File: src/design/arwt_pkg.sv
// arwt_pkg: shared types and constants for the address range watch table
// holds the operation codes, status codes and the token control struct
// no dependencies; used by arwt_cell and address_range_watch_table_core
package arwt_pkg;

    // fixed field widths of the ports
    localparam int ADDR_W   = 52;
    localparam int END_IN_W = 53;
    localparam int FLAG_W   = 2;
    localparam int STATUS_W = 2;
    localparam int COUNT_W  = 7;

    // operation carried by each input transaction
    typedef enum logic [1:0] {
        OP_ADD    = 2'd0,
        OP_REMOVE = 2'd1,
        OP_LOOKUP = 2'd2,
        OP_CLEAR  = 2'd3
    } op_t;

    // result status codes
    localparam logic [STATUS_W-1:0] ST_OK        = 2'd0;
    localparam logic [STATUS_W-1:0] ST_INVALID   = 2'd1;
    localparam logic [STATUS_W-1:0] ST_FULL      = 2'd2;
    localparam logic [STATUS_W-1:0] ST_NOT_FOUND = 2'd3;

    // control part of the token that walks down the cell chain
    typedef struct packed {
        logic              valid;      // token present at this position
        op_t               op;
        logic              bad;        // add with empty range
        logic              hit;        // duplicate, removed slot or lookup match seen
        logic              free_found; // a free slot was already claimed upstream
        logic [FLAG_W-1:0] flags;      // trap flags for add, match flags for lookup
    } ctrl_t;

endpackage

File: src/design/arwt_cell.sv
// arwt_cell: one slot of the watch table plus one stage of the token chain
// compares the passing token against its slot and hands it to the next cell
// depends on arwt_pkg
module arwt_cell #(
    parameter int START_W = 31,
    parameter int END_W   = 33
) (
    input  logic                  clk,
    input  logic                  rst_n,
    input  arwt_pkg::ctrl_t       ctrl_in,
    input  logic [START_W-1:0]    su_in,
    input  logic [END_W-1:0]      eu_in,
    input  logic                  commit,
    output arwt_pkg::ctrl_t       ctrl_out,
    output logic [START_W-1:0]    su_out,
    output logic [END_W-1:0]      eu_out
);

    arwt_pkg::ctrl_t             ctrl_reg, ctrl_next;
    logic [START_W-1:0]          su_reg;
    logic [END_W-1:0]            eu_reg;
    logic                        valid_reg, valid_next;
    logic                        pending_reg, pending_next;
    logic [START_W-1:0]          start_reg;
    logic [END_W-1:0]            end_reg;
    logic [arwt_pkg::FLAG_W-1:0] flags_reg;

    logic [END_W-1:0] su_ext;
    logic             start_eq;
    logic             dup_here;
    logic             look_here;
    logic             claim;

    // slot compares
    assign su_ext    = {{(END_W-START_W){1'b0}}, su_in};
    assign start_eq  = valid_reg && (start_reg == su_in);
    assign dup_here  = start_eq && (end_reg == eu_in);
    assign look_here = valid_reg && (su_in >= start_reg) && (su_ext < end_reg);
    assign claim     = ctrl_in.valid && (ctrl_in.op == arwt_pkg::OP_ADD) && !ctrl_in.bad
                       && !valid_reg && !ctrl_in.free_found;

    // token update and slot state update
    always_comb
    begin
        ctrl_next    = ctrl_in;
        valid_next   = valid_reg;
        pending_next = pending_reg;
        if (ctrl_in.valid)
        begin
            pending_next = claim;
            unique case (ctrl_in.op)
                arwt_pkg::OP_ADD:
                begin
                    if (!ctrl_in.bad)
                    begin
                        ctrl_next.hit        = ctrl_in.hit | dup_here;
                        ctrl_next.free_found = ctrl_in.free_found | !valid_reg;
                    end
                end
                arwt_pkg::OP_REMOVE:
                begin
                    if (!ctrl_in.hit && start_eq)
                    begin
                        valid_next    = 1'b0;
                        ctrl_next.hit = 1'b1;
                    end
                end
                arwt_pkg::OP_LOOKUP:
                begin
                    if (!ctrl_in.hit && look_here)
                    begin
                        ctrl_next.hit   = 1'b1;
                        ctrl_next.flags = flags_reg;
                    end
                end
                arwt_pkg::OP_CLEAR:
                begin
                    valid_next = 1'b0;
                end
                default:
                begin
                    valid_next = valid_reg;
                end
            endcase
        end
        else if (commit)
        begin
            // the claimed slot goes live once the whole chain saw no duplicate
            valid_next   = valid_reg | pending_reg;
            pending_next = 1'b0;
        end
    end

    // control registers
    always_ff @(posedge clk or negedge rst_n)
    begin
        if (!rst_n)
        begin
            ctrl_reg    <= '0;
            valid_reg   <= 1'b0;
            pending_reg <= 1'b0;
        end
        else
        begin
            ctrl_reg    <= ctrl_next;
            valid_reg   <= valid_next;
            pending_reg <= pending_next;
        end
    end

    // token payload and slot contents
    always_ff @(posedge clk)
    begin
        su_reg <= su_in;
        eu_reg <= eu_in;
        if (claim)
        begin
            start_reg <= su_in;
            end_reg   <= eu_in;
            flags_reg <= ctrl_in.flags;
        end
    end

    assign ctrl_out = ctrl_reg;
    assign su_out   = su_reg;
    assign eu_out   = eu_reg;

endmodule

File: config.mk
export PLATFORM = sky130hd
export DESIGN_NAME = arwt_cell
export DESIGN_NICKNAME = d
export VERILOG_FILES = /design/src/design/arwt_pkg.sv /design/src/design/arwt_cell.sv
export SDC_FILE = /design/constraint.sdc
export NUM_CORES = 1
export LEC_CHECK = 0
export BUFFER_PORTS_ARGS = -buffer_cell sky130_fd_sc_hd__buf_4
export CORE_ASPECT_RATIO = 0.6
export CORE_UTILIZATION = 40
export CTS_CLUSTER_DIAMETER = 60
export DETAILED_ROUTE_END_ITERATION = 8
export PLACE_DENSITY = 0.6
export SYNTH_ARGS = -nofsm -noshare
export SYNTH_HDL_FRONTEND = slang
export SYNTH_SLANG_ARGS = --single-unit
File: constraint.sdc
create_clock -name clk -period 8.1 [get_ports clk]
set_input_delay 0.81 -clock clk [delete_from_list [all_inputs] [get_ports clk]]
set_output_delay 0.81 -clock clk [all_outputs]
set_load 0.02 [all_outputs]
==> results of run 1 <==
-- cells by family (layout without fill, tap and decap cells) --
kind of cell               Yosys count  count (layout)  synth area share [%]
muxes                                2               2                 0.399
and+or+nand+nor                     61              61                  6.20
xor gates and xnor gates            31              31                  4.81
buffers and inverters               69             248                  4.59
DFF                                140             140                  62.2
AOI/OAI and AO/OA                   60              60                  7.38
adders and majority gates           65              65                  14.4
-- metrics by stage --
| step | utilization [%] | power, mW | worst slack, ns | area (um^2) | std cells |
|---|---|---|---|---|---|
| floorplan | - | 0.866 | 3.30 | 5650 | 428 |
| detailed placement | 51.0 | 0.959 | 4.90 | 7000 | 767 |
| finish | 55.3 | 1.71 | 5.33 | 7580 | 799 |
| global placement | 51.0 | 0.955 | 5.01 | 7000 | 767 |
| CTS | 55.3 | 1.73 | 5.34 | 7580 | 799 |
| global route | 55.3 | 1.78 | 5.24 | 7580 | 799 |
-- per-layer routing --
metal	vias up	share of wire, %
met5	-	0
met4	0	1.1
met3	15	6.7
met2	123	41
met1	1768	52
li1	1858	-
-- final cells by class --
class	instances	share of cell area, %
Tap cell	192	3.17
Clock buffer	20	5.89
Inverter	69	3.42
Timing Repair Buffer	147	14.6
Sequential cell	140	46.3
Multi-Input combinational cell	219	24.8
Clock inverter	12	1.83
-- cell usage in the layout (no fill, tap or decap), types with 15 or more instances in the layout --
master     count
buf_4        147
inv_1         69
edfxtp_1      66
ha_1          65
dfxtp_1       64
xnor2_1       28
a21oi_1       23
clkbuf_16     17
nand4_1       15
-- worst max-delay path by stage --
stage          depth (start not counted)                    end  slack [ns]  startpoint
6_report                               9  ctrl_out[0]$_DFF_PN0_        5.33   su_in[30]
5_1_grt                                9  ctrl_out[0]$_DFF_PN0_        5.24   su_in[30]
4_1_cts                                9  ctrl_out[0]$_DFF_PN0_        5.34   su_in[30]
3_5_place_dp                           9  ctrl_out[0]$_DFF_PN0_        4.90   su_in[30]
3_3_place_gp                           9  ctrl_out[0]$_DFF_PN0_        5.01   su_in[30]
2_1_floorplan                          4   end_reg[0]$_DFFE_PP_        3.30  ctrl_in[5]
-- worst max-delay path: stages --
cell and delay [ns]:
buf_4 0.13, ha_1 0.31, nand4_1 0.22, nor4_2 0.37, and3_2 0.28, a2111oi_1 0.07
and3_4 0.19, a2111oi_4 0.32, mux2_1 0.35
-- power by group --
group / leakage (nW) / internal (mW) / switching (mW)
registers: 1.26 / 0.768 / 0.00905
logic: 1.89 / 0.0772 / 0.0895
clock network: 0.273 / 0.464 / 0.301
total: 3.42 / 1.31 / 0.399
==> impl_results.md, run 1 <==
* Reg-to-reg startpoint: start_reg[30]$_DFFE_PP_
* Rows at 33
* Leading area contributor after synthesis: edfxtp_1
* Max FO, Critical Path at 4
* Layout cells sized above 1 at 31.0%
* Drt drc at 0
* Total track usage at 18.4%
* Global routing usage on met2 at 24.9%
* CTS tree: done
* I/O pin count at 147
* Post-synthesis cell count at 428
* TNS Setup at 0 ns
* Yosys warns at 0
* Hold Violations, Final at 0
* Worst hold path type: in -> async
* Post-synth EDFFs at 66
* Slew margin rel. at 38.3%
* Root buffer cell: clkbuf_16
* CP required at 8.40 ns
* Min Tclk post-route at 2.77 ns
* Cell area after synthesis at 0.00565 mm^2
* Antenna violations before repair at 0
* Max Root-Sink Buffers at 2
* Port Buffers at 146
* Slew @ Worst Pin at 0.925 ns
* Post-CTS setup repair buffer count at 0
* Avg Cell Area, Syn at 13.2 um^2
* Clock Pin Slew Worst Setup and Hold Paths at 0.06 ns
* Pins Over Slew Limit at 0
* Yosys top cell area share at 35.1%
* Starting DRT DRC Count at 192
* Critical Path AT at 3.07 ns
* Grt total ovfl at 0
* Area of the multi-input gates at 0.00188 mm^2
* P&R area growth vs syn at 34.3%
* Post-Route WL at 12800 um
* Number of global-route vias before repair at 3621
* Post-synth cell types at 48
* CTS H-Tree Depth at 4
* RSZ-0062 raised after global routing: no
* Post-cts gate resize count at 0
* Setup Viol. Count Final at 0
* Synth cell count leaders: inv_1, edfxtp_1, ha_1
* Area of the core at 0.0137 mm^2
* Storage cell area at 0.00351 mm^2
* Pre-antenna DRT Iters at 4
* Inserted Diodes at 0
* Fin crit share at 34.2%
* Leak Pwr at 3.42 nW
* Reg-to-reg endpoint: ctrl_out[0]$_DFF_PN0_
* CP Launch Type: primary input
* Fmax at 0.361 GHz
* Sink Count at 140
* Dpl hpwl at 9820 um
* Die extent in y at 94.0 um
* GRT met1 Usage at 27.5%
* Synth Register Bits at 140
* # fillers at 1201
* Antenna-violating nets left at 0
* Count of hold-fix buffers inserted at cts at 0
* Outcome: completed
* Peak VDD IR at 0.000121 V
* PwrDens at 225 mW/mm^2
* Synth Net Count at 568
* Met3 usage at 5.90%
* Flop2flop setup slack at 5.51 ns
* Initial Util at 41.2%
* Clock Skews at 0.00913 ns
* Worst-Skew Late Latency at 0.41 ns
* Die W at 155 um
* Most frequent cell after synthesis: inv_1
* Largest net degree at the start of global routing at 68
* TritonCTS buffer count at 17
* Synth area leaders: edfxtp_1, dfxtp_1, ha_1
* # Max-Cap Violations at 0
* Critical path endpoint category: flip-flop
* First-pass GRT wire length at 19600 um
* Ys flop type: edfxtp_1
* Busiest grt layer: met1
* Gpl congestion at 0.815
* Vias/cell at 4.71
* Drt wl/cell at 16.0 um
* Register area share after synthesis at 62.2%
* CP Class: in -> reg
* Via count at 3764
* DIE AREA at 0.0146 mm^2
* Async set-or-reset flop fraction in the synthesized netlist at 7.14%
* Hold slack at 0.212 ns
* Nets at 734
* R2r worst-path depth at 9
Power figures use the tool's default switching activity.
==> run 2, diff against run 1 <==
--- a/config.mk
+++ b/config.mk
@@ -10,7 +10,7 @@
 export CORE_UTILIZATION = 40
 export CTS_CLUSTER_DIAMETER = 60
 export DETAILED_ROUTE_END_ITERATION = 8
-export PLACE_DENSITY = 0.6
+export PLACE_DENSITY = 0.63
 export SYNTH_ARGS = -nofsm -noshare
 export SYNTH_HDL_FRONTEND = slang
 export SYNTH_SLANG_ARGS = --single-unit
==> constraint.sdc (replaced) <==
create_clock -name clk -period 2.4 [get_ports clk]
set_input_delay 0.24 -clock clk [delete_from_list [all_inputs] [get_ports clk]]
set_output_delay 0.24 -clock clk [all_outputs]
set_load 0.02 [all_outputs]
==> run 2 against run 1 <==
Net effect: the flow now finishes with violations (negative setup slack); worst setup slack worse by 5.4 ns; clock skew down 0.0015 ns; count of clock-buffer cells in the layout down 1; hold slack worse by 0.18 ns; global-route usage up 2.4 points; combinational power rose to 4.1 times the previous value; core utilization up 7.2 points; sequential share of layout area down 5.3 points; die area unchanged; clock power rose to 3.6 times the previous value; non-clock buffer count up 88; critical endpoint unchanged; largest cell class unchanged; largest power group is now the clock network.
==> impl_results.md, run 2 (same netlist as run 1, synthesis figures left out) <==
* Fmax at 0.403 GHz
* Vias/cell at 4.70
* Highest routed layer: met4
* Finished Layout Cells at 887
* Root buffer cell: clkbuf_16
* Post-Route WL at 14500 um
* Most common cell after layout, fill and taps aside: buf_4
* TritonCTS buffer count at 17
* Slew @ Worst Pin at 0.706 ns
* Die extent in y at 94.0 um
* Clock Skews at 0.00758 ns
* Inserted Diodes at 0
* Grt total ovfl at 0
* I/O pin count at 147
* Worst hold path type: in -> reg
* Via count at 4167
* Met1 wire length at 6810 um
* # fillers at 1102
* Nets at 822
* Total track usage at 20.9%
* CP max stage cell: nor4_4
* Peak VDD IR at 0.000478 V
* Top cell by count, worst path: and3_4
* CP Class: reg -> reg
* Layout cells sized above 1 at 34.4%
* Fin crit share at 103%
* Worst Setup SP: start_reg[29]$_DFFE_PP_
* Placed insts at 799
* Antenna-violating nets left at 0
* Dpl hpwl at 10400 um
* Antenna violations before repair at 0
* First-pass GRT wire length at 22500 um
* Drt drc at 0
* Max Root-Sink Buffers at 2
* Initial Util at 41.2%
* Clock share of power at 45.6%
* P&R area growth vs syn at 51.8%
* Crit-path cells: inv_1, ha_4, nand4_1, nor4_4, and3_4, a2111oi_1, and3_4, a2111oi_4, mux2_4
* Worst-Skew Late Latency at 0.41 ns
* Sequential group share of total power at 43.1%
* CP required at 2.69 ns
* CTS tree: done
* Starting DRT DRC Count at 230
* Max FO, Critical Path at 2
* Hold Crit Start: ctrl_in[0]
* Clock Pin Slew Worst Setup and Hold Paths at 0.06 ns
* Failing checks: negative setup slack
* Drt wl/cell at 16.3 um
* Psw at 1.41 mW
* RSZ-0062 raised after global routing: yes
* Final instance area at 0.00857 mm^2
* Comb pwr share at 11.4%
* Pins Over Slew Limit at 0
* Final Core Density at 62.5%
* Area of the core at 0.0137 mm^2
* Sink Count at 140
* DIE AREA at 0.0146 mm^2
* Largest net degree at the start of global routing at 68
* Pre-CTS WS at -0.104 ns
* Critical Path AT at 2.78 ns
* Worst path max stage delay at 0.37 ns
* Hold slack at 0.0311 ns
* Final setup margin at -0.0819 ns
* Reg-to-reg startpoint: start_reg[29]$_DFFE_PP_
* Outcome: finished with violations
* Gpl congestion at 0.805
* WL met3 at 1080 um
* # Max-Cap Violations at 0
* Most frequent cells in the layout: buf_4, inv_1, edfxtp_1, dfxtp_1, ha_1
* Leak Pwr at 3.86 nW
* PwrDens at 710 mW/mm^2
* CTS H-Tree Depth at 4
* Critical path endpoint category: flip-flop
* Slew margin rel. at 52.3%
* Placed Area at 0.00725 mm^2
* Number of global-route vias before repair at 4339
* Flop2flop setup slack at -0.08 ns
* Met2 Wirelength at 6500 um
* Port Buffers at 146
* Pre-antenna DRT Iters at 4
* Hold Violations, Final at 0
* Setup Viol. Count Final at 2
* CP Launch Type: flip-flop
* Min Tclk post-route at 2.48 ns
* Switching Fraction at 23.2%
* Die W at 155 um
* Internal power at 4.68 mW
* Rows at 33
-- run 2: cell count changes in the layout (fill, tap and decap cells not counted), moves of 2 or more --
| cell | before | now |
|---|---|---|
| mux2_1 | 2 | 0 |
| ha_4 | 0 | 8 |
| clkbuf_1 | 2 | 0 |
| clkinvlp_4 | 4 | 2 |
| inv_2 | 0 | 3 |
| mux2_4 | 0 | 2 |
| clkinv_2 | 1 | 3 |
| dlygate4sd3_1 | 0 | 55 |
| buf_4 | 147 | 179 |
| ha_1 | 65 | 57 |
| inv_1 | 69 | 66 |
-- run 2: power by group through the flow --
| stage | Sequential, mW | Clock [mW] | Combinational, mW |
|---|---|---|---|
| after global placement | 2.67 | 0 | 0.586 |
| after detailed placement | 2.67 | 0 | 0.601 |
| after CTS | 2.62 | 2.82 | 0.682 |
| final | 2.62 | 2.77 | 0.693 |
| after global routing | 2.63 | 2.92 | 0.757 |
| after floorplan | 2.75 | 0 | 0.168 |
-- run 2: final cells by class --
type / instances / area [um^2] / share of cell area, %
clock inverters: 13 / 164 / 1.91
inverters: 69 / 259 / 3.02
well taps: 192 / 240 / 2.80
multi-input cells: 219 / 2020 / 23.5
flip-flops and latches: 140 / 3510 / 41.0
repair buffers: 235 / 1910 / 22.3
clock buffers: 19 / 464 / 5.42
-- run 2: metrics by stage --
stage / total power [mW] / setup TNS (ns)
global route: 6.30 / -0.371
finish: 6.09 / -0.161
CTS: 6.12 / -0.0631
global placement: 3.26 / -0.0556
detailed placement: 3.27 / -0.206
floorplan: 2.92 / 0
-- run 2: worst max-delay path, delay by kind of cell, from the launching register on --
kind | cells | cell delay (ns)
compound gates | 2 | 0.32
fa+ha+maj | 1 | 0.26
buf+inv | 1 | 0.06
flops | 1 | 0.33
mux | 1 | 0.34
simple gates | 4 | 1.05
-- run 2: worst paths after layout --
kind,to,depth (start not counted)
hold reg to reg,ctrl_out[0]$_DFF_PN0_,1
setup / recovery,ctrl_out[0]$_DFF_PN0_,9
min in group asynchronous,ctrl_out[4]$_DFF_PN0_,2
hold / removal,flags_reg[0]$_DFFE_PP_,1
setup reg to reg,ctrl_out[0]$_DFF_PN0_,9
max in group asynchronous,ctrl_out[0]$_DFF_PN0_,2
-- run 2: layer usage --
layer  up-vias  global-route usage, %
li1       2028                      -
met1      1996                   28.6
met2       135                   33.2
met3         8                   5.21
met4         0                   5.15
met5         -                      0
-- run 2: timing repair --
item	in CTS	in global routing
setup endpoints to repair	2	3
resized for setup	7	12
pin swaps	5	7
hold buffers	54	1
buffers inserted	2	0
endpoints found under the hold margin	63	1
